===== config.mk =====
export PLATFORM = sky130hd
export DESIGN_NAME = plu_div_cell
export DESIGN_NICKNAME = d
export VERILOG_FILES = /design/src/rtl/core/plu_pkg.sv /design/src/rtl/core/plu_div_cell.sv
export VERILOG_INCLUDE_DIRS = /design/src /design/src/rtl/core
export SDC_FILE = /design/constraint.sdc
export NUM_CORES = 1
export LEC_CHECK = 0
export BUFFER_PORTS_ARGS = -buffer_cell sky130_fd_sc_hd__buf_2
export CORE_UTILIZATION = 52
export DETAILED_ROUTE_END_ITERATION = 16
export HOLD_SLACK_MARGIN = 0.12
export MAX_ROUTING_LAYER = met4
export PLACE_DENSITY = 0.91
export RECOVER_POWER = 100
export SYNTH_ARGS = -nofsm -noshare
export SYNTH_HDL_FRONTEND = slang
export SYNTH_SLANG_ARGS = --single-unit

===== constraint.sdc =====
create_clock -name clk -period 10.4 [get_ports clk]
set_clock_uncertainty 0.05 [all_clocks]
set_input_delay 1.56 -clock clk [delete_from_list [all_inputs] [get_ports clk]]
set_output_delay 1.56 -clock clk [all_outputs]
set_load 0.005 [all_outputs]

===== src/rtl/core/piecewise_linear_limiter_unit_assert.svh =====
// Assertion macros for the piecewise-linear limiter blocks.
`ifndef PIECEWISE_LINEAR_LIMITER_UNIT_ASSERT_SVH
`define PIECEWISE_LINEAR_LIMITER_UNIT_ASSERT_SVH

`ifndef SYNTHESIS
`define PLU_ASSERT_IMP(name, ante, cons) \
  name: assert property (@(posedge clk) disable iff (rst) (ante) |-> (cons)) \
    else $error("plu assertion failed");
`define PLU_ASSERT_NXT(name, ante, cons) \
  name: assert property (@(posedge clk) disable iff (rst) (ante) |=> (cons)) \
    else $error("plu assertion failed");
`else
`define PLU_ASSERT_IMP(name, ante, cons)
`define PLU_ASSERT_NXT(name, ante, cons)
`endif

`endif


===== src/rtl/core/plu_pkg.sv =====
// Shared constants, register codes and pipeline types of the limiter.
`default_nettype none

package plu_pkg;

  localparam int DW        = 32;
  localparam int FB        = 16;
  localparam int MODE_W    = 3;
  localparam int CFG_IDX_W = 3;

  localparam logic [MODE_W-1:0] MODE_LINE    = 3'd0;
  localparam logic [MODE_W-1:0] MODE_VALUE   = 3'd1;
  localparam logic [MODE_W-1:0] MODE_PERCENT = 3'd2;
  localparam logic [MODE_W-1:0] MODE_THREE   = 3'd3;
  localparam logic [MODE_W-1:0] MODE_MINMAX  = 3'd4;

  localparam logic [CFG_IDX_W-1:0] REG_MODE  = 3'd0;
  localparam logic [CFG_IDX_W-1:0] REG_BP0_X = 3'd1;
  localparam logic [CFG_IDX_W-1:0] REG_BP1_X = 3'd2;
  localparam logic [CFG_IDX_W-1:0] REG_BP2_X = 3'd3;
  localparam logic [CFG_IDX_W-1:0] REG_BP0_Y = 3'd4;
  localparam logic [CFG_IDX_W-1:0] REG_BP1_Y = 3'd5;
  localparam logic [CFG_IDX_W-1:0] REG_BP2_Y = 3'd6;

  localparam logic signed [DW-1:0] VMAX = {1'b0, {(DW-1){1'b1}}};
  localparam logic signed [DW-1:0] VMIN = {1'b1, {(DW-1){1'b0}}};
  localparam logic [FB:0] ONE_Q = {1'b1, {FB{1'b0}}};
  localparam logic [DW-1:0] BP1_X_RST = {{(DW-FB-1){1'b0}}, 1'b1, {FB{1'b0}}};

  typedef struct packed {
    logic [MODE_W-1:0]      mode;
    logic signed [DW-1:0]   bp0_x;
    logic signed [DW-1:0]   bp1_x;
    logic signed [DW-1:0]   bp2_x;
    logic signed [DW-1:0]   bp0_y;
    logic signed [DW-1:0]   bp1_y;
    logic signed [DW-1:0]   bp2_y;
  } cfg_t;

  typedef struct packed {
    logic [DW-1:0]        rem;
    logic [DW-1:0]        den;
    logic [FB-1:0]        quot;
    logic signed [DW-1:0] ya;
    logic signed [DW:0]   dy;
    logic                 full;
    logic                 sat;
  } div_t;

  function automatic logic signed [DW:0] sext1(input logic signed [DW-1:0] a);
    return {a[DW-1], a};
  endfunction

endpackage

`default_nettype wire


===== src/rtl/core/plu_div_cell.sv =====
// One restoring-division cell: one fraction bit per cell, payload handed on.
`default_nettype none
`include "piecewise_linear_limiter_unit_assert.svh"

module plu_div_cell import plu_pkg::*; (
  input  logic clk,
  input  logic rst,
  input  logic in_valid,
  output logic in_ready,
  input  div_t in_data,
  output logic out_valid,
  input  logic out_ready,
  output div_t out_data
);

  logic [DW:0] r2, diff;
  logic        ge;
  div_t        data_next;

  always_comb begin
    r2        = {in_data.rem, 1'b0};
    diff      = r2 - {1'b0, in_data.den};
    ge        = (r2 >= {1'b0, in_data.den});
    data_next = in_data;
    data_next.rem  = ge ? diff[DW-1:0] : r2[DW-1:0];
    data_next.quot = {in_data.quot[FB-2:0], ge};
  end

  assign in_ready = !out_valid || out_ready;

  always_ff @(posedge clk) begin
    if (rst) begin
      out_valid <= 1'b0;
    end else if (in_ready) begin
      out_valid <= in_valid;
    end
  end

  always_ff @(posedge clk) begin
    if (in_ready && in_valid) begin
      out_data <= data_next;
    end
  end

  `PLU_ASSERT_NXT(a_rem_below_den, in_ready && in_valid && in_data.den != '0 && in_data.rem < in_data.den, out_data.rem < out_data.den)

endmodule

`default_nettype wire


==> metrics.yaml <==
pwr:
  total_power_uw: 1530
  p_per_area_nw_per_um2: 175
  ir_drop_mv: 0.111
  leakage_uw: 0.00355
clocking:
  ctsResizeCount: 0
  clock_sinks: 148
  cts-root-buf: "clkbuf_16"
  clkLatencyLatePin_ns: 0.41
  cts.clk_slew.worst_paths_ns: 0.06
  cts_buffers: 17
  ctsHtreeMaxLevel: 4
  clk_path_buf_depth: 2
  postCtsHoldBufs: 0
  cts_tree: "done"
  post_cts_buffers: 0
timing:
  min_period_over_period_pct: 60.4
  fin_ws_ns: 4.12
  relSlewSlack_pct: -158
  post-route-min-period_ns: 6.28
  hold_viol: 0
  rsz0062_at_grt: "false"
  final_max_slew_viol_count: 67
  setup_total_negative_slack_ns: 0
  worstMarginPinSlew_ns: 3.87
  max_freq_mhz: 159
  setup_violations: 0
grt:
  grt_util_all_layers_pct: 26.5
  antenna_found_initial: 2
  grt_max_degree: 83
  overflow: 0
  grt_pass1_vias: 4845
  grt_pass1_wl_mm: 25.2
layout:
  nNetsFinal: 961
  post_route_cells_drive_above_1_share_pct: 25.2
  syn_to_final_growth_pct: 27.3
detailed_routing:
  vias: 5044
  detail_route.vias_per_cell: 5.23
  dr.pass1.iters: 4
  antenna_left: 0
  drt_iter0_markers: 355
  drc_errors: 0
  wl_per_cell_microns: 18.6
  totalWireLength_mm: 17.9
floorplanning:
  die_height_microns: 117
  die_width_microns: 117
  dieArea_sq_um: 13700
  initial_core_util_pct: 53.8
  pin_count: 300
  design.core.area_sq_um: 12800
  rows: 41
synthesis:
  yosysWarnings: 0
  yosysUniqueCellTypes: 57
  ys_seq_area_share_pct: 64.5
  synth_top_area_share_pct: 64.2
  synth_ff_type: "edfxtp_1"
  ys_top_cells_by_count: "edfxtp_1, inv_1, ha_1"
  synth-edff-count: 147
  synth-async-reset-ratio_pct: 0
  syn_nets: 656
  syn_area_sq_um: 6870
  synth_most_common_cell: "edfxtp_1"
  yosys.area.top_type: "edfxtp_1"
  synth_cells: 472
  synthTopCellsByArea: "edfxtp_1, ha_1, mux2_4, inv_1, xnor2_1"
  syn_area_per_cell_sq_um: 14.6
  synth-seq-cells: 148
worst_setup_path:
  r2r_cells: 3
  required_ns: 10.50
  arrival_ns: 6.38
  critPathLaunch: "in_data[93]"
  path_class: "input pin to flop"
  r2r_slack_ns: 5.55
  r2r_end: "out_data[145]$_DFFE_PP_"
  startpoint_type: "input pin"
  crit_fanout: 28
  cp-endpoint: "out_data[138]$_DFFE_PP_"
  r2r_start: "out_valid$_SDFFE_PP0N_"
  end_kind: "flop"
run:
  drv_cap: 1
placement:
  place_ws_ns: 5.47
  port_buffers: 298
  dpl.hpwl_mm: 13.6
  place.gp.congestion: 0.891
worst_hold_path:
  hp-class: "flop to flop"
run_status:
  violations: "capacitance limit, slew limit"
  status: "complete, but fails checks"
cell usage in the layout (no fill, tap or decap), drive strengths merged, types with 2 or more instances in the layout:
cell type,n
ha,32
xor2,11
o21a,7
nor2b,4
nor3,4
o211ai,4
nor2,18
a21oi,25
nand4,12
mux2i,2
o21bai,2
xnor2,14
a21o,15
buf,159
mux2,27
o221ai,2
a211oi,4
or2,2
nand2,15
edfxtp,147
diode,2
clkbuf,158
and3,4
clkinv,8
nand3,6
clkinvlp,5
a21boi,4
or3,3
o31ai,6
o21ai,20
inv,37
a31oi,4
and2,5
a211o,2
nand2b,4
power breakdown:
part / switching [uW] / internal [uW]
clock: 236 / 326
sequential: 10.8 / 716
combinational: 137 / 104
how the worst min path moves through the flow:
stage / cells past startpoint / start / slack, ns / to
2_1_floorplan: 2 / out_valid$_SDFFE_PP0N_ / 0.47 / out_valid$_SDFFE_PP0N_
3_3_place_gp: 2 / out_valid$_SDFFE_PP0N_ / 0.45 / out_valid$_SDFFE_PP0N_
4_1_cts: 2 / out_valid$_SDFFE_PP0N_ / 0.50 / out_valid$_SDFFE_PP0N_
5_1_grt: 2 / out_valid$_SDFFE_PP0N_ / 0.52 / out_valid$_SDFFE_PP0N_
3_5_place_dp: 2 / out_valid$_SDFFE_PP0N_ / 0.48 / out_valid$_SDFFE_PP0N_
6_report: 2 / out_valid$_SDFFE_PP0N_ / 0.49 / out_valid$_SDFFE_PP0N_
metal layers:
layer / track usage [%] / wire length, microns
met1: 28.4 / 6800
met2: 46.4 / 9390
met3: 8.55 / 1410
met4: 8.52 / 296
met5: - / 0
worst max-delay path: stages:
cell	delay [ns]
clkbuf_1	0.09
inv_1	0.05
ha_1	0.38
a211oi_1	0.42
nor2_1	0.12
or4b_1	0.51
o2111ai_1	0.29
a21oi_1	0.16
o21ai_0	0.40
and3_1	0.42
clkinvlp_2	1.18
mux2_1	0.79
registers in the layout, summed over array words and instances (netlist names):
signal and count:
out_valid 1, out_data 147
per-stage QoR:
stage / utilization, % / area (sq um) / hold slack [ns] / instances
after floorplan: - / 6870 / 0.472 / 472
after detailed placement: 66.5 / 8490 / 0.483 / 930
after CTS: 70.7 / 9030 / 0.495 / 962
after global placement: 66.5 / 8490 / 0.449 / 930
final: 68.5 / 8750 / 0.491 / 964
after global routing: 68.5 / 8750 / 0.525 / 964
layout make-up:
class,count,area [sq um]
Antenna cell,2,5.00
Clock buffer,18,429
Clock inverter,14,113
Fill cell,994,4030
Inverter,37,140
Multi-Input combinational cell,274,2090
Sequential cell,148,4430
Tap cell,172,215
Timing Repair Buffer,299,1320
cell families after synthesis:
logic type / count (synthesis) / synth area share [%]
mux: 29 / 5.75
fa+ha+maj: 33 / 6.12
flops: 148 / 64.5
buf+inv: 50 / 3.55
compound gates: 103 / 10.3
xor+xnor: 25 / 3.19
simple gates: 84 / 6.57
Power figures use the tool's default switching activity.
