**src/rtl/core/piecewise_linear_limiter_unit_assert.svh**
```systemverilog
// Assertion macros for the piecewise-linear limiter blocks.
`ifndef PIECEWISE_LINEAR_LIMITER_UNIT_ASSERT_SVH
`define PIECEWISE_LINEAR_LIMITER_UNIT_ASSERT_SVH

`ifndef SYNTHESIS
`define PLU_ASSERT_IMP(name, ante, cons) \
  name: assert property (@(posedge clk) disable iff (rst) (ante) |-> (cons)) \
    else $error("plu assertion failed");
`define PLU_ASSERT_NXT(name, ante, cons) \
  name: assert property (@(posedge clk) disable iff (rst) (ante) |=> (cons)) \
    else $error("plu assertion failed");
`else
`define PLU_ASSERT_IMP(name, ante, cons)
`define PLU_ASSERT_NXT(name, ante, cons)
`endif

`endif

```
**src/rtl/core/plu_pkg.sv**
```systemverilog
// Shared constants, register codes and pipeline types of the limiter.
`default_nettype none

package plu_pkg;

  localparam int DW        = 32;
  localparam int FB        = 16;
  localparam int MODE_W    = 3;
  localparam int CFG_IDX_W = 3;

  localparam logic [MODE_W-1:0] MODE_LINE    = 3'd0;
  localparam logic [MODE_W-1:0] MODE_VALUE   = 3'd1;
  localparam logic [MODE_W-1:0] MODE_PERCENT = 3'd2;
  localparam logic [MODE_W-1:0] MODE_THREE   = 3'd3;
  localparam logic [MODE_W-1:0] MODE_MINMAX  = 3'd4;

  localparam logic [CFG_IDX_W-1:0] REG_MODE  = 3'd0;
  localparam logic [CFG_IDX_W-1:0] REG_BP0_X = 3'd1;
  localparam logic [CFG_IDX_W-1:0] REG_BP1_X = 3'd2;
  localparam logic [CFG_IDX_W-1:0] REG_BP2_X = 3'd3;
  localparam logic [CFG_IDX_W-1:0] REG_BP0_Y = 3'd4;
  localparam logic [CFG_IDX_W-1:0] REG_BP1_Y = 3'd5;
  localparam logic [CFG_IDX_W-1:0] REG_BP2_Y = 3'd6;

  localparam logic signed [DW-1:0] VMAX = {1'b0, {(DW-1){1'b1}}};
  localparam logic signed [DW-1:0] VMIN = {1'b1, {(DW-1){1'b0}}};
  localparam logic [FB:0] ONE_Q = {1'b1, {FB{1'b0}}};
  localparam logic [DW-1:0] BP1_X_RST = {{(DW-FB-1){1'b0}}, 1'b1, {FB{1'b0}}};

  typedef struct packed {
    logic [MODE_W-1:0]      mode;
    logic signed [DW-1:0]   bp0_x;
    logic signed [DW-1:0]   bp1_x;
    logic signed [DW-1:0]   bp2_x;
    logic signed [DW-1:0]   bp0_y;
    logic signed [DW-1:0]   bp1_y;
    logic signed [DW-1:0]   bp2_y;
  } cfg_t;

  typedef struct packed {
    logic [DW-1:0]        rem;
    logic [DW-1:0]        den;
    logic [FB-1:0]        quot;
    logic signed [DW-1:0] ya;
    logic signed [DW:0]   dy;
    logic                 full;
    logic                 sat;
  } div_t;

  function automatic logic signed [DW:0] sext1(input logic signed [DW-1:0] a);
    return {a[DW-1], a};
  endfunction

endpackage

`default_nettype wire

```
**src/rtl/core/plu_prep.sv**
```systemverilog
// Front stages: mode decode, segment setup, gain product and divider operands.
`default_nettype none

module plu_prep import plu_pkg::*; (
  input  logic                 clk,
  input  logic                 rst,
  input  cfg_t                 cfg,
  input  logic                 in_valid,
  output logic                 in_ready,
  input  logic signed [DW-1:0] sample,
  output logic                 out_valid,
  input  logic                 out_ready,
  output div_t                 out_data
);

  logic signed [DW-1:0]   x, b0x, b1x, b2x, b0y, b1y, b2y;
  logic signed [DW-1:0]   lo, hi, xc, dir_c, ya_c, yb_c;
  logic signed [DW:0]     num_c, den_c;
  logic signed [2*DW-1:0] prod_c;
  logic                   sel_lo, interp_c;

  logic                   s1_valid, s1_interp, s1_pct;
  logic signed [DW:0]     s1_num, s1_den, s1_dy;
  logic signed [DW-1:0]   s1_ya, s1_zy, s1_dir;
  logic signed [2*DW-1:0] s1_prod;
  logic                   s1_ready, s2_ready;

  logic                     zero_den, num_neg, den_neg, t_zero, full, p_hi, p_lo;
  logic [DW:0]              n_full, d_full;
  logic [DW-1:0]            n_mag, d_mag;
  logic signed [2*DW-FB-1:0] p_sh;
  div_t                     s2_next;

  always_comb begin
    x   = sample;
    b0x = cfg.bp0_x;
    b1x = cfg.bp1_x;
    b2x = cfg.bp2_x;
    b0y = cfg.bp0_y;
    b1y = cfg.bp1_y;
    b2y = cfg.bp2_y;
    lo  = (b1x < b2x) ? b1x : b2x;
    hi  = (b1x < b2x) ? b2x : b1x;
    if (x < lo) begin
      xc = lo;
    end else if (x > hi) begin
      xc = hi;
    end else begin
      xc = x;
    end
    sel_lo   = (x <= b1x);
    prod_c   = x * b1x;
    interp_c = 1'b0;
    num_c    = '0;
    den_c    = '0;
    ya_c     = b1y;
    yb_c     = b2y;
    dir_c    = x;
    unique case (cfg.mode)
      MODE_LINE: begin
        interp_c = 1'b1;
        num_c    = sext1(xc) - sext1(b1x);
        den_c    = sext1(b2x) - sext1(b1x);
      end
      MODE_THREE: begin
        interp_c = 1'b1;
        if (sel_lo) begin
          num_c = sext1(x) - sext1(b0x);
          den_c = sext1(b1x) - sext1(b0x);
          ya_c  = b0y;
          yb_c  = b1y;
        end else begin
          num_c = sext1(x) - sext1(b1x);
          den_c = sext1(b2x) - sext1(b1x);
        end
      end
      MODE_VALUE:  dir_c = b1x;
      MODE_MINMAX: begin
        if (x < b1x) begin
          dir_c = b1x;
        end else if (x > b2x) begin
          dir_c = b2x;
        end else begin
          dir_c = x;
        end
      end
      default: dir_c = x;
    endcase
  end

  assign s2_ready = !out_valid || out_ready;
  assign s1_ready = !s1_valid || s2_ready;
  assign in_ready = s1_ready;

  always_ff @(posedge clk) begin
    if (rst) begin
      s1_valid <= 1'b0;
    end else if (s1_ready) begin
      s1_valid <= in_valid;
    end
  end

  always_ff @(posedge clk) begin
    if (s1_ready && in_valid) begin
      s1_interp <= interp_c;
      s1_pct    <= (cfg.mode == MODE_PERCENT);
      s1_num    <= num_c;
      s1_den    <= den_c;
      s1_dy     <= sext1(yb_c) - sext1(ya_c);
      s1_ya     <= ya_c;
      s1_zy     <= b1y;
      s1_dir    <= dir_c;
      s1_prod   <= prod_c;
    end
  end

  always_comb begin
    zero_den = (s1_den == '0);
    num_neg  = s1_num[DW];
    den_neg  = s1_den[DW];
    n_full   = num_neg ? (~s1_num + 1'b1) : s1_num;
    d_full   = den_neg ? (~s1_den + 1'b1) : s1_den;
    n_mag    = n_full[DW-1:0];
    d_mag    = d_full[DW-1:0];
    t_zero   = (s1_num == '0) || (num_neg != den_neg);
    full     = !t_zero && (n_mag >= d_mag);
    p_sh     = s1_prod[2*DW-1:FB];
    p_hi     = p_sh > (2*DW-FB)'(VMAX);
    p_lo     = p_sh < (2*DW-FB)'(VMIN);

    s2_next.rem  = '0;
    s2_next.den  = '0;
    s2_next.quot = '0;
    s2_next.ya   = s1_dir;
    s2_next.dy   = '0;
    s2_next.full = 1'b0;
    s2_next.sat  = 1'b0;
    priority if (s1_interp && !zero_den) begin
      s2_next.rem  = (t_zero || full) ? '0 : n_mag;
      s2_next.den  = d_mag;
      s2_next.ya   = s1_ya;
      s2_next.dy   = s1_dy;
      s2_next.full = full;
    end else if (s1_interp) begin
      s2_next.ya = s1_zy;
    end else if (s1_pct) begin
      s2_next.sat = p_hi || p_lo;
      if (p_hi) begin
        s2_next.ya = VMAX;
      end else if (p_lo) begin
        s2_next.ya = VMIN;
      end else begin
        s2_next.ya = p_sh[DW-1:0];
      end
    end else begin
      s2_next.ya = s1_dir;
    end
  end

  always_ff @(posedge clk) begin
    if (rst) begin
      out_valid <= 1'b0;
    end else if (s2_ready) begin
      out_valid <= s1_valid;
    end
  end

  always_ff @(posedge clk) begin
    if (s2_ready && s1_valid) begin
      out_data <= s2_next;
    end
  end

endmodule

`default_nettype wire

```
**config.mk**
```make
export PLATFORM = sky130hd
export DESIGN_NAME = plu_prep
export DESIGN_NICKNAME = d
export VERILOG_FILES = /design/src/rtl/core/piecewise_linear_limiter_unit_assert.svh /design/src/rtl/core/plu_pkg.sv /design/src/rtl/core/plu_prep.sv
export SDC_FILE = /design/constraint.sdc
export NUM_CORES = 2
export LEC_CHECK = 0
export ABC_AREA = 1
export BUFFER_PORTS_ARGS = -buffer_cell sky130_fd_sc_hd__buf_2
export CAP_MARGIN = 30
export CORE_MARGIN = 4
export CORE_UTILIZATION = 60
export DETAILED_ROUTE_END_ITERATION = 8
export GPL_TIMING_DRIVEN = 0
export PLACE_DENSITY = 0.82
export SLEW_MARGIN = 20
export SYNTH_ARGS = -nofsm -noshare
export SYNTH_HDL_FRONTEND = slang
export SYNTH_SLANG_ARGS = --single-unit
```
**constraint.sdc**
```tcl
create_clock -name clk -period 23.2 [get_ports clk]
set_input_delay 2.32 -clock clk [delete_from_list [all_inputs] [get_ports clk]]
set_output_delay 2.32 -clock clk [all_outputs]
set_load 0.005 [all_outputs]
```
==> impl_metrics.toml <==
[detailed_routing]
drt-vias-per-instance = 5.95
drt_iter0_drc = 7298
num_vias = 64000
drt_pass1_iterations = 9
wl_per_cell_um = 26.6
drc_errors = 33
totalWireLength_um = 286000
ant_nets = 0

[clocking]
cts-root-buf = "clkbuf_16"
path_clk_slew_ns = 0.07
clk_latency_ns = 0.66
cts_sinks = 378
cts_inserted_buffers = 45
clock_path_buffers = 3
cts_tree = "built"
h-tree-depth = 2
holdBufCountCts = 0
cts_resized = 0
post_cts_buffers = 0

[sta]
fmax_mhz = 77.1
rsz0062_at_grt = "no"
fin_skew_ns = 0.0280
fin_tns_setup_ns = 0
min_period_ns = 12.97
tightest_slew_ns = 1.16
drv_slew = 0
relSlewSlack_pct = 22.8
hold_viol_final = 0
finalSetupViolations = 0
finalCritPeriodShare_pct = 55.9

[cells_and_area]
drive_gt1_share_pct = 6.74
syn2layout_area_growth_pct = 8.58
fin_nets = 11000

[die]
die_w_um = 348
core_sq_um = 115000
dieArea_sq_um = 121000
rows = 124
die_height_um = 348
initial_utilization_pct = 60.6
io_pins = 380

[global_route]
grt_max_degree = 105
grt_antenna_before_repair = 37
grt_pass1_wl_um = 414000
grt_pass1_vias = 64500
overflow = 0
grt_usage_pct = 47.0

[logic_synthesis]
syn_area_sq_um = 69500
post-synth-top-count-cell = "inv_1"
yosysSeqAreaShare_pct = 16.3
synth_edf_count = 376
syn_area_per_cell_sq_um = 7.99
ys_types = 64
synth_seq_cells = 378
synthFlopType = "edfxtp_1"
netlist_top_cells_count = "inv_1 (2073), nand2_1 (2026), fa_1 (1087)"
synth_async_sr_flop_share_pct = 0
yosys_warnings = 0
synthCells = 8691
yosys-top-cells-area = "fa_1 (31%), edfxtp_1 (16%), inv_1 (11%)"
yosysTopAreaCellShare_pct = 31.3
yosys.area.top_type = "fa_1"

[setup_path]
cp_data_required_time_ns = 23.56
slowest_delay_ns = 0.80
cp.buffers_inverters = 10
crit_family = "simple AND/OR/NAND/NOR gates"
endpoint_kind = "flip-flop"
arrival_ns = 13.33
cp_max_fo = 10
cp_common_cell = "nand2_1"
startpoint_type = "primary input"
crit_slowest_cell = "clkbuf_1"
worstSetupPathType = "primary input to flip-flop"

[outcome]
status = "finished with violations"
violations = "DRC"

[place]
gp_congestion = 1.11
dp_hpwl_um = 243000
portBuffers = 363

[min_path]
min_path_type = "flip-flop to flip-flop"

[flow_run]
cap_violations = 0
layer usage:
layer	track usage [%]	part of all wire (%)
met4	37.2	10
met3	15.8	13
met2	71.7	43
met1	54.5	33
met5	0.275	0.063
metrics by stage:
step | instance area, sq um | hold slack [ns] | util [%] | std cells | worst slack (ns)
after CTS | 75200 | 0.527 | 65.6 | 10700 | 10.70
after global routing | 75400 | 0.553 | 65.8 | 10700 | 10.03
after detailed placement | 73700 | 0.517 | 64.3 | 10600 | 10.07
after floorplan | 69500 | 0.445 | - | 8706 | 13.69
final | 75400 | 0.527 | 65.8 | 10700 | 10.23
after global placement | 73200 | 0.449 | 63.9 | 10600 | 9.79
layout make-up:
cell class / instances / area, sq um
clock buffers: 50 / 1140
repair buffers: 410 / 2430
well taps: 1512 / 1890
diodes: 34 / 85.1
plain buffers: 370 / 1580
clock inverters: 34 / 320
multi-input cells: 5875 / 48800
inverters: 2083 / 7830
fillers: 9883 / 39200
flip-flops and latches: 378 / 11300
worst reg2reg max path, cell delays in order, from the launching register on:
cell and delay [ns]:
edfxtp_1 0.42, inv_1 0.11, ha_1 0.15, inv_1 0.05, nor3_1 0.19, nor3b_1 0.30, nand2_1 0.30, inv_1 0.13
nand2_1 0.09, inv_1 0.09, nand2_1 0.10, nor4_1 0.73, or2_2 0.25, xor2_1 0.14, inv_1 0.08, ha_1 0.28
nand2_1 0.07, nor4b_1 0.47, a21boi_0 0.80, o21ai_0 0.19, o211ai_1 0.16, nand2b_1 0.45, buf_2 0.34, nor2_1 0.08
placed cells by master, fill, tap and decap left out, types with 7 or more instances in the layout:
| cell type | n |
|---|---|
| o21ai_1 | 38 |
| nand4_1 | 43 |
| o21bai_1 | 18 |
| o31ai_1 | 10 |
| o211ai_1 | 53 |
| a21o_1 | 47 |
| nand3_1 | 220 |
| inv_2 | 8 |
| a31oi_1 | 49 |
| or2_2 | 19 |
| clkbuf_1 | 307 |
| buf_6 | 25 |
| edfxtp_1 | 376 |
| o22ai_1 | 33 |
| buf_4 | 32 |
| ha_1 | 532 |
| nor4_1 | 23 |
| nor3_1 | 42 |
| xor2_1 | 150 |
| o221ai_1 | 10 |
| buf_8 | 10 |
| buf_16 | 7 |
| clkinv_2 | 8 |
| buf_2 | 390 |
| buf_1 | 13 |
| clkbuf_16 | 45 |
| a211oi_1 | 13 |
| o21ai_0 | 359 |
| clkinv_1 | 13 |
| a21boi_0 | 12 |
| fa_1 | 1087 |
| o21ai_2 | 37 |
| o21a_1 | 60 |
| conb_1 | 16 |
| nand2_1 | 2026 |
| diode_2 | 34 |
| a21oi_1 | 401 |
| xnor2_1 | 116 |
| inv_1 | 2071 |
| nor2_1 | 393 |
kinds of logic after synthesis:
family          after synthesis  share of synthesized area [%]
simple gates               2796                           16.1
fa+ha+maj                  1619                           40.9
flops                       378                           16.3
buf+inv                    2453                           13.5
other cells                   1                        0.00540
xor+xnor                    266                           3.35
compound gates             1178                           9.85
sequential cells by signal, summed over array words and instances, names as in the netlist, 32 cells and up:
signal and cells:
s1_dir 32, s1_num 33, out_data 131, s1_zy 32, s1_ya 32, s1_prod 48, s1_den 33, s1_dy 33
final timing paths:
check | from | endpoint | slack (ns) | depth (start not counted)
worst min register to register | s1_valid$_SDFFE_PP0N_ | out_valid$_SDFFE_PP0P_ | 0.53 | 2
worst min-delay path | s1_valid$_SDFFE_PP0N_ | out_valid$_SDFFE_PP0P_ | 0.53 | 2
worst max register to register | s1_den[0]$_DFFE_PP_ | out_data[131]$_SDFFCE_PP0P_ | 16.99 | 23
worst max-delay path | cfg[151] | s1_num[32]$_DFFE_PP_ | 10.23 | 51
Power is left out: the tool's default activity adds up to more than one toggle a clock period on the data nets, which glitch-free logic cannot reach.
