`src/rtl/core/piecewise_linear_limiter_unit_assert.svh`:
```
// Assertion macros for the piecewise-linear limiter blocks.
`ifndef PIECEWISE_LINEAR_LIMITER_UNIT_ASSERT_SVH
`define PIECEWISE_LINEAR_LIMITER_UNIT_ASSERT_SVH

`ifndef SYNTHESIS
`define PLU_ASSERT_IMP(name, ante, cons) \
  name: assert property (@(posedge clk) disable iff (rst) (ante) |-> (cons)) \
    else $error("plu assertion failed");
`define PLU_ASSERT_NXT(name, ante, cons) \
  name: assert property (@(posedge clk) disable iff (rst) (ante) |=> (cons)) \
    else $error("plu assertion failed");
`else
`define PLU_ASSERT_IMP(name, ante, cons)
`define PLU_ASSERT_NXT(name, ante, cons)
`endif

`endif

```
`src/rtl/core/plu_pkg.sv`:
```
// Shared constants, register codes and pipeline types of the limiter.
`default_nettype none

package plu_pkg;

  localparam int DW        = 32;
  localparam int FB        = 16;
  localparam int MODE_W    = 3;
  localparam int CFG_IDX_W = 3;

  localparam logic [MODE_W-1:0] MODE_LINE    = 3'd0;
  localparam logic [MODE_W-1:0] MODE_VALUE   = 3'd1;
  localparam logic [MODE_W-1:0] MODE_PERCENT = 3'd2;
  localparam logic [MODE_W-1:0] MODE_THREE   = 3'd3;
  localparam logic [MODE_W-1:0] MODE_MINMAX  = 3'd4;

  localparam logic [CFG_IDX_W-1:0] REG_MODE  = 3'd0;
  localparam logic [CFG_IDX_W-1:0] REG_BP0_X = 3'd1;
  localparam logic [CFG_IDX_W-1:0] REG_BP1_X = 3'd2;
  localparam logic [CFG_IDX_W-1:0] REG_BP2_X = 3'd3;
  localparam logic [CFG_IDX_W-1:0] REG_BP0_Y = 3'd4;
  localparam logic [CFG_IDX_W-1:0] REG_BP1_Y = 3'd5;
  localparam logic [CFG_IDX_W-1:0] REG_BP2_Y = 3'd6;

  localparam logic signed [DW-1:0] VMAX = {1'b0, {(DW-1){1'b1}}};
  localparam logic signed [DW-1:0] VMIN = {1'b1, {(DW-1){1'b0}}};
  localparam logic [FB:0] ONE_Q = {1'b1, {FB{1'b0}}};
  localparam logic [DW-1:0] BP1_X_RST = {{(DW-FB-1){1'b0}}, 1'b1, {FB{1'b0}}};

  typedef struct packed {
    logic [MODE_W-1:0]      mode;
    logic signed [DW-1:0]   bp0_x;
    logic signed [DW-1:0]   bp1_x;
    logic signed [DW-1:0]   bp2_x;
    logic signed [DW-1:0]   bp0_y;
    logic signed [DW-1:0]   bp1_y;
    logic signed [DW-1:0]   bp2_y;
  } cfg_t;

  typedef struct packed {
    logic [DW-1:0]        rem;
    logic [DW-1:0]        den;
    logic [FB-1:0]        quot;
    logic signed [DW-1:0] ya;
    logic signed [DW:0]   dy;
    logic                 full;
    logic                 sat;
  } div_t;

  function automatic logic signed [DW:0] sext1(input logic signed [DW-1:0] a);
    return {a[DW-1], a};
  endfunction

endpackage

`default_nettype wire

```
`src/rtl/core/plu_lerp.sv`:
```
// Back stages: fraction times segment rise, then add to segment start.
`default_nettype none

module plu_lerp import plu_pkg::*; (
  input  logic                 clk,
  input  logic                 rst,
  input  logic                 in_valid,
  output logic                 in_ready,
  input  div_t                 in_data,
  output logic                 out_valid,
  input  logic                 out_ready,
  output logic signed [DW-1:0] limited,
  output logic                 saturated
);

  logic [FB:0]               t;
  logic signed [DW+FB+2:0]   prod_c;
  logic                      a_valid, a_ready, b_ready;
  logic signed [DW+FB+2:0]   a_prod;
  logic signed [DW-1:0]      a_ya;
  logic                      a_sat;

  always_comb begin
    t      = in_data.full ? ONE_Q : {1'b0, in_data.quot};
    prod_c = $signed({1'b0, t}) * in_data.dy;
  end

  assign b_ready  = !out_valid || out_ready;
  assign a_ready  = !a_valid || b_ready;
  assign in_ready = a_ready;

  always_ff @(posedge clk) begin
    if (rst) begin
      a_valid <= 1'b0;
    end else if (a_ready) begin
      a_valid <= in_valid;
    end
  end

  always_ff @(posedge clk) begin
    if (a_ready && in_valid) begin
      a_prod <= prod_c;
      a_ya   <= in_data.ya;
      a_sat  <= in_data.sat;
    end
  end

  always_ff @(posedge clk) begin
    if (rst) begin
      out_valid <= 1'b0;
    end else if (b_ready) begin
      out_valid <= a_valid;
    end
  end

  always_ff @(posedge clk) begin
    if (b_ready && a_valid) begin
      limited   <= a_ya + $signed(a_prod[DW+FB-1:FB]);
      saturated <= a_sat;
    end
  end

endmodule

`default_nettype wire

```
`config.mk`:
```
export PLATFORM = sky130hd
export DESIGN_NAME = plu_lerp
export DESIGN_NICKNAME = d
export VERILOG_FILES = /design/src/rtl/core/piecewise_linear_limiter_unit_assert.svh /design/src/rtl/core/plu_pkg.sv /design/src/rtl/core/plu_lerp.sv
export SDC_FILE = /design/constraint.sdc
export NUM_CORES = 1
export LEC_CHECK = 0
export ABC_CLOCK_PERIOD_IN_PS = 19200
export CAP_MARGIN = 30
export CORE_MARGIN = 2
export CORE_UTILIZATION = 60
export CTS_BUF_LIST = sky130_fd_sc_hd__clkbuf_8
export DETAILED_ROUTE_END_ITERATION = 6
export DONT_BUFFER_PORTS = 1
export GPL_ROUTABILITY_DRIVEN = 0
export PLACE_DENSITY_LB_ADDON = 0.25
export SETUP_SLACK_MARGIN = 0.2
export SYNTH_ARGS = -nofsm -noshare
export SYNTH_HDL_FRONTEND = slang
export SYNTH_SLANG_ARGS = --single-unit
```
`constraint.sdc`:
```
create_clock -name clk -period 19.2 [get_ports clk]
set_input_delay 2.88 -clock clk [delete_from_list [all_inputs] [get_ports clk]]
set_output_delay 2.88 -clock clk [all_outputs]
set_load 0.005 [all_outputs]
```
==> results of run 1 <==
==> registers in the layout, indices dropped and copies added, names as in the netlist <==
| register | flops |
|---|---|
| out_valid | 1 |
| a_sat | 1 |
| limited | 32 |
| a_prod | 32 |
| a_ya | 32 |
| saturated | 1 |
| a_valid | 1 |
==> metal layers <==
layer / up-vias / wire length, um / part of all wire / track usage
met5: - / 0 / 0 / 0
met4: 0 / 1413 / 0.026 / 0.08340
met3: 108 / 5838 / 0.11 / 0.08552
met2: 733 / 25060 / 0.45 / 0.4736
met1: 8058 / 22910 / 0.41 / 0.4078
li1: 6877 / - / - / -
==> power breakdown <==
group / internal [mW] / leakage, nW / switching (mW)
registers: 0.455 / 0.960 / 0.0250
logic: 1.22 / 10.5 / 1.68
clock network: 0.0451 / 0.0860 / 0.0665
==> synthesized netlist by cell type (2+ instances only) <==
cell and n:
a21boi_0 2, inv_1 590, o21a_1 8, o21bai_1 3
and3_1 12, and2_1 308, or4_1 2, a221oi_1 3
nand4_1 4, clkbuf_1 89, a221o_1 2, nor3b_1 2
o221ai_1 2, nand2_1 273, dfxtp_1 2, or3_1 3
a211oi_1 2, nand2b_1 4, nand3_1 10, o31ai_1 4
ha_1 141, a21oi_1 53, xor2_1 18, fa_1 515
o21ai_0 25, nor2b_1 26, xnor2_1 47, and4_1 2
nor2_1 42, nor3_1 11, nand3b_1 2, nand4b_1 2
a31oi_1 9, a311oi_1 2, a21o_1 27, or2_2 2
edfxtp_1 98, o31a_1 3
==> worst max-delay path: stages <==
cell,delay [ns]
nor2b_4,0.81
nand2_1,0.21
fa_1,0.57
inv_1,0.06
fa_1,0.49
fa_1,0.59
fa_1,0.44
fa_1,0.49
inv_1,0.05
fa_1,0.49
inv_1,0.11
ha_1,0.36
a21o_1,0.20
a21oi_1,0.23
o211ai_1,0.15
a211o_1,0.30
a221o_1,0.44
a221oi_2,0.42
o31ai_1,0.17
a21oi_1,0.20
xnor2_1,0.13
==> final cells by class <==
cell class,instances,area (um^2)
clock inverter,6,32.53
sequential,100,2983
fill,3161,14010
tap,511,639.4
clock buffer,9,123.9
inverter,590,2215
multi-input combinational,1597,17580
timing repair buffer,5,77.57
==> cell families after synthesis <==
kind of cell,after synthesis,synth area share
flops,100,0.1297
buf+inv,679,0.1108
xor+xnor,65,0.02476
compound gates,168,0.05121
fa+ha+maj,656,0.5251
mux,2,0.0009251
simple gates,706,0.1574
==> worst max-delay path by stage <==
stage | cells after the start | endpoint | startpoint
floorplan | 25 | a_prod[47] | in_data[1]
global placement | 21 | a_prod[47] | in_data[76]
detailed placement | 21 | a_prod[47] | in_data[76]
CTS | 21 | a_prod[47] | in_data[76]
global route | 20 | a_prod[47] | in_data[72]
finish | 21 | a_prod[47] | in_data[76]
==> reports/metrics.yaml, run 1 <==
status: "finished clean"
ys_seq_elements: 100
drv_cap: 0
grt_max_degree: 66
ys_seq_area_frac: 0.1297
final_area_um2: 23660
whs_path_depth: 0
ant_nets: 0
synth_cell_types: 64
hold_ws_ns: 0.4291
antenna_found_initial: 0
reg2reg_setup_slack_ns: 15.90
ctsHoldBuffers: 0
vias: 15780
mostFrequentLayoutCell: "inv_1"
synth_edf_count: 98
route.detailed.drc: 0
htreeDepth: 3
ys_warn_count: 0
grt_pass1_vias: 17730
final_nets: 3110
r2r-end: "limited[30]"
dp_hpwl_um: 41210
fin_crit_sh: 0.5040
initial_utilization: 0.6105
cts_resized: 0
die_h_um: 199.8
core.rowCount: 71
p_total_mw: 3.488
synthTopCellsByArea: "fa_1 (45%), edfxtp_1 (13%), inv_1 (9.6%)"
avgSynthCellArea_um2: 9.677
clk_pin_slew_ns: 0.09
cts_buffers: 9
syn_inst: 2376
clockBufferDepth: 2
diodes: 0
syn_nets: 3183
start_kind: "primary input"
dp_cells: 2801
yosysTopAreaCell: "fa_1"
hold_end: "saturated"
track_usage: 0.2993
post_cts_buffers: 0
synth_top_area_frac: 0.4484
area_delta_synth_final_pct: 2.879
period_needed_ns: 9.676
routedWlPerCell_um: 19.60
worstHoldPathType: "reg -> reg"
crit_type: "in -> reg"
layout-drive-gt1-share: 0.02124
synth_area_um2: 22990
synth-async-reset-ratio: 0
dieArea_um2: 39900
finalHoldViolCount: 0
cts_sinks: 100
slew_headroom: 0.2773
ys.flop_type: "edfxtp_1"
ir_worst_vdd_v: 0.0001041
grt_remaining_overflow: 0
instances_no_fill: 2818
layout_common_cells: "inv_1 (590), fa_1 (515), and2_1 (307), nand2_1 (273), ha_1 (141)"
worst_slew_pin_slew_ns: 1.082
cts_tree: "yes"
setup_viol: 0
r2r_start: "a_ya[0]"
setup_slack_ns: 9.524
min_from: "a_sat"
leakage_nw: 11.55
die_width_um: 199.8
ios: 186
cellPowerDensity_nw_per_um2: 147.5
max_freq_mhz: 103.3
pre_cts_ws_ns: 9.196
drt_iter0_drc: 1101
rsz0062_at_grt: "false"
crit_required_ns: 19.31
fp.coreArea_um2: 37670
portBuffers: 0
drv_slew: 0
end_kind: "flip-flop"
worst_ep_arrival_time_ns: 9.79
setup-tns-final_ns: 0
clk_latency_ns: 0.38
wirelength_um: 55220
clock-root-buffer: "clkbuf_8"
first_pass_iters: 5
clock_skew_ns: 0.008280
cp_max_fo: 33
grt_pass1_wl_um: 90560
post-route-util: 0.6280
dpl-instance-area_um2: 23440
viasPerCell: 5.598
ff2ff_path_depth: 12
(Power assumes the default switching activity.)
==> run 2: changes to the inputs <==
ABC_CLOCK_PERIOD_IN_PS = 7900   (was 19200)
clock period = 7.9 ns   (was 19.2 ns; I/O delays follow)
==> run 2 against run 1 <==
Die area unchanged. Sequential power up 140%. Combinational power rose to 2.6 times the previous value. Clock power rose to 3.3 times the previous value. Worst setup slack worse by 9.0 ns. Global-route usage down 0.72 points. Register-to-register slack worse by 11 ns. Flip-flop and latch count unchanged. Count of clock-buffer cells in the layout unchanged. Non-clock buffer count up 43. Largest cell class unchanged.
==> reports/metrics.yaml, run 2 (synthesis results as in run 1) <==
p_total_mw: 8.941
status: "finished clean"
slew_headroom: 0.4099
cts_sinks: 100
dieArea_um2: 39900
clk_pin_slew_ns: 0.12
viasPerCell: 5.524
initial_utilization: 0.6105
drv_cap: 0
route.detailed.drc: 0
worst_slew_pin_slew_ns: 0.8832
cts_resized: 0
drt_iter0_drc: 1049
crit_type: "in -> reg"
cts_tree: "yes"
cellPowerDensity_nw_per_um2: 371.5
start_kind: "primary input"
r2r-end: "limited[30]"
r2r_start: "a_prod[16]"
worst_ep_arrival_time_ns: 7.49
crit_chain: "nor2b_2 -> buf_12 -> and2_1 -> fa_1 -> inv_1 -> fa_1 -> fa_1 -> inv_1 -> fa_1 -> fa_1 -> inv_1 -> fa_1 -> inv_1 -> ha_1 -> a21o_1 -> a21oi_1 -> o211ai_1 -> a211o_1 -> a221o_1 -> a221oi_2 -> o31ai_1 -> a21oi_1 -> xnor2_1"
ios: 186
diodes: 0
worstHoldPathType: "reg -> reg"
grt_pass1_vias: 17470
clock-root-buffer: "clkbuf_8"
ctsHoldBuffers: 0
setup_slack_ns: 0.5241
max_stage_delay_ns: 0.60
track_usage: 0.2921
crit_required_ns: 8.02
htreeDepth: 3
ff2ff_path_depth: 12
reg2reg_setup_slack_ns: 4.57
reg_top3: "a_prod: 32 flops, a_ya: 32 flops, limited: 32 flops"
grt_remaining_overflow: 0
min_from: "a_sat"
cp_common_cell: "fa_1"
die_h_um: 199.8
layout-drive-gt1-share: 0.03998
cts_buffers: 9
period_needed_ns: 7.376
grt_pass1_wl_um: 89040
setup_viol: 0
max_freq_mhz: 135.6
routedWlPerCell_um: 18.97
area_delta_synth_final_pct: 4.664
first_pass_iters: 5
setup-tns-final_ns: 0
clock_skew_ns: 0.02231
core.rowCount: 71
wirelength_um: 54280
end_kind: "flip-flop"
fp.coreArea_um2: 37670
final_nets: 3153
drv_slew: 0
clockBufferDepth: 2
pre_cts_ws_ns: 0.1425
vias: 15810
portBuffers: 0
finalHoldViolCount: 0
clk_latency_ns: 0.38
mostFrequentLayoutCell: "inv_1"
whs_path_depth: 0
ant_nets: 0
slowest_stage: "fa_1"
dp_hpwl_um: 42290
post_cts_buffers: 0
ir_worst_vdd_v: 0.0002815
fin_crit_sh: 0.9337
leakage_nw: 11.76
hold_end: "saturated"
die_width_um: 199.8
fillers: 3112
layout_common_cells: "inv_1 (590), fa_1 (515), and2_1 (307), nand2_1 (273), ha_1 (141)"
cp_max_fo: 27
rsz0062_at_grt: "false"
antenna_found_initial: 2
grt_max_degree: 66
==> run 2: cell types whose count changed in the layout (fill, tap and decap cells not counted) <==
cell / change
buf_12: +10
buf_16: -2
buf_4: +35
bufinv_16: +2
clkinv_1: -1
clkinv_2: -4
clkinv_4: +1
clkinv_8: +1
clkinvlp_4: +1
inv_6: +1
nor2b_2: +15
nor2b_4: -15
==> run 2: per-layer routing <==
metal,routed length (um),share of wire,GRT usage
met4,1114,0.021,0.06859
met1,22510,0.41,0.4007
met2,24950,0.46,0.4702
met5,9,0.00017,0
met3,5703,0.11,0.07695
==> run 2: power by group <==
part,total [mW],internal [mW],switching [mW]
sequential,1.17,1.11,0.0636
combinational,7.40,3.25,4.15
clock,0.372,0.183,0.189
total,8.94,4.54,4.40
==> run 2: worst max-delay path by stage <==
stage,cells after the start,endpoint,startpoint
floorplan,25,a_prod[47],in_data[1]
global placement,23,a_prod[47],in_data[70]
detailed placement,23,a_prod[47],in_data[70]
CTS,23,a_prod[47],in_data[70]
global route,23,a_prod[47],in_data[70]
finish,23,a_prod[47],in_data[70]
==> run 2: critical path: cells and delay by family <==
kind,cells,cell delay (ns)
buffers and inverters,5,0.40
adders and majority gates,7,3.43
and+or+nand+nor,2,0.34
xor gates and xnor gates,1,0.09
AOI/OAI and AO/OA,8,2.03
==> run 2: final cells by class <==
| cell class | instances | area [um^2] | share of cell area |
|---|---|---|---|
| well taps | 511 | 639.4 | 0.02657 |
| clock inverters | 7 | 110.1 | 0.004575 |
| flip-flops and latches | 100 | 2983 | 0.1239 |
| inverters | 590 | 2215 | 0.09202 |
| clock buffers | 9 | 123.9 | 0.005147 |
| multi-input cells | 1597 | 17510 | 0.7276 |
| repair buffers | 48 | 485.5 | 0.02017 |
==> run 2: through the flow <==
stage / cells / hold WS (ns) / util / instance area, um^2
after floorplan: 2376 / 0.4003 / - / 22990
after global placement: 2846 / 0.4103 / 0.6327 / 23830
after detailed placement: 2846 / 0.4056 / 0.6327 / 23830
after CTS: 2862 / 0.4339 / 0.6389 / 24070
after global routing: 2862 / 0.4422 / 0.6389 / 24070
final: 2862 / 0.4360 / 0.6389 / 24070
==> run 3: changes to the inputs <==
REMOVE_ABC_BUFFERS = 1   (was not set)
==> run 3 against run 2 <==
Core utilization down 0.48 points. Sequential power about the same. Global-route usage down 0.058 points. Non-clock buffer count down 28. Cell count down 0.80%. Clock skew down 0.0092 ns. Sequential share of layout area up 0.094 points. Routed wire length down 0.77%. Critical path type unchanged. Highest routed layer is now met4.
==> reports/metrics.yaml, run 3 (synthesis results as in run 1) <==
status: "finished clean"
dp_hpwl_um: 40720
grt_pass1_wl_um: 89210
drv_slew: 0
r2r_start: "a_prod[16]"
final_nets: 3125
htreeDepth: 3
fp.coreArea_um2: 37670
max_stage_delay_ns: 0.71
layout_common_cells: "inv_1 (590), fa_1 (515), and2_1 (307), nand2_1 (273), ha_1 (141)"
rsz0062_at_grt: "false"
period_needed_ns: 7.338
vias: 15670
route.detailed.drc: 0
post-route-util: 0.6341
grt_pass1_vias: 17390
drv_cap: 0
clk_latency_ns: 0.36
clockBufferDepth: 2
setup.worst_path.end: "a_prod[31]"
layout-drive-gt1-share: 0.02841
initial_utilization: 0.6105
clk_pin_slew_ns: 0.09
leakage_nw: 11.62
post_cts_buffers: 0
cellPowerDensity_nw_per_um2: 356.6
die_width_um: 199.8
dp_cells: 2818
start_kind: "primary input"
crit_chain: "nor2b_2 -> buf_12 -> and2_1 -> fa_1 -> inv_1 -> fa_1 -> fa_1 -> inv_1 -> fa_1 -> fa_1 -> inv_1 -> fa_1 -> inv_1 -> ha_1 -> and3_1 -> a221oi_1 -> nor2b_1 -> or4_1 -> and3_1 -> o31a_1 -> nor2_1 -> xnor2_1"
grt_remaining_overflow: 0
mostFrequentLayoutCell: "inv_1"
reg_top3: "a_prod: 32 flops, a_ya: 32 flops, limited: 32 flops"
worstHoldPathType: "reg -> reg"
worst_slew_pin_slew_ns: 0.8096
cts_sinks: 100
slew_headroom: 0.4603
slowest_stage: "or4_1"
ant_nets: 0
finalHoldViolCount: 0
ios: 186
core.rowCount: 71
fin_crit_sh: 0.9289
setup.worst_path.start: "in_data[70]"
fillers: 3155
clock-root-buffer: "clkbuf_8"
ctsHoldBuffers: 0
cp_common_cell: "fa_1"
ff2ff_path_depth: 12
area_delta_synth_final_pct: 3.875
worst_ep_arrival_time_ns: 7.45
crit_type: "in -> reg"
viasPerCell: 5.520
instances_no_fill: 2839
track_usage: 0.2915
cts_buffers: 9
routedWlPerCell_um: 18.97
portBuffers: 0
antenna_found_initial: 4
reg2reg_setup_slack_ns: 4.72
crit_required_ns: 8.01
drt_iter0_drc: 932
wirelength_um: 53870
cts_resized: 0
r2r-end: "limited[30]"
dieArea_um2: 39900
first_pass_iters: 7
ir_worst_vdd_v: 0.0002897
max_freq_mhz: 136.3
grt_max_degree: 66
cp_max_fo: 33
die_h_um: 199.8
clock_skew_ns: 0.01307
setup_viol: 0
cts_tree: "yes"
end_kind: "flip-flop"
[run 3: how the worst min path moves through the flow]
stage,from,to,slack [ns],cells after the start
2_1_floorplan,a_sat,saturated,0.40,0
3_3_place_gp,a_sat,saturated,0.41,0
3_5_place_dp,a_sat,saturated,0.41,0
4_1_cts,a_sat,saturated,0.44,0
5_1_grt,a_sat,saturated,0.45,0
6_report,a_sat,saturated,0.44,0
[run 3: routing by layer]
metal | share of wire | up-vias | routed length, um | global-route usage
met4 | 0.023 | 0 | 1231 | 0.07051
li1 | - | 6913 | - | -
met5 | 0 | - | 0 | 0
met1 | 0.42 | 7989 | 22400 | 0.4000
met3 | 0.079 | 117 | 4282 | 0.04351
met2 | 0.48 | 652 | 25950 | 0.4936
[run 3: cell type report]
type | count | area (um^2) | area share
diodes | 5 | 12.51 | 0.0005239
clock buffers | 9 | 123.9 | 0.005186
repair buffers | 20 | 325.3 | 0.01362
inverters | 590 | 2215 | 0.09272
flip-flops and latches | 100 | 2983 | 0.1249
multi-input cells | 1597 | 17500 | 0.7328
clock inverters | 7 | 82.58 | 0.003457
well taps | 511 | 639.4 | 0.02677
[run 3: report_power, final]
group | switching, mW | internal [mW]
logic | 4.01 | 3.01
clock network | 0.179 | 0.152
registers | 0.0665 | 1.11
total | 4.25 | 4.26
[run 3: stage by stage]
| stage | area, um^2 | setup WS (ns) | setup TNS, ns | power, mW | hold WS (ns) |
|---|---|---|---|---|---|
| finish | 23880 | 0.5616 | 0 | 8.518 | 0.4398 |
| global route | 23880 | 0.2893 | 0 | 9.528 | 0.4479 |
| CTS | 23870 | 0.5866 | 0 | 8.501 | 0.4409 |
| detailed placement | 23670 | 0.1844 | 0 | 8.128 | 0.4127 |
| global placement | 23670 | 0.2430 | 0 | 7.903 | 0.4123 |
| floorplan | 22660 | -0.04147 | -0.07845 | 6.369 | 0.4003 |
[run 3: critical path, delay by kind of cell]
kind,cells,cell delay (ns)
buffers and inverters,5,0.40
adders and majority gates,7,3.43
and+or+nand+nor,7,1.81
xor gates and xnor gates,1,0.07
AOI/OAI and AO/OA,2,0.53
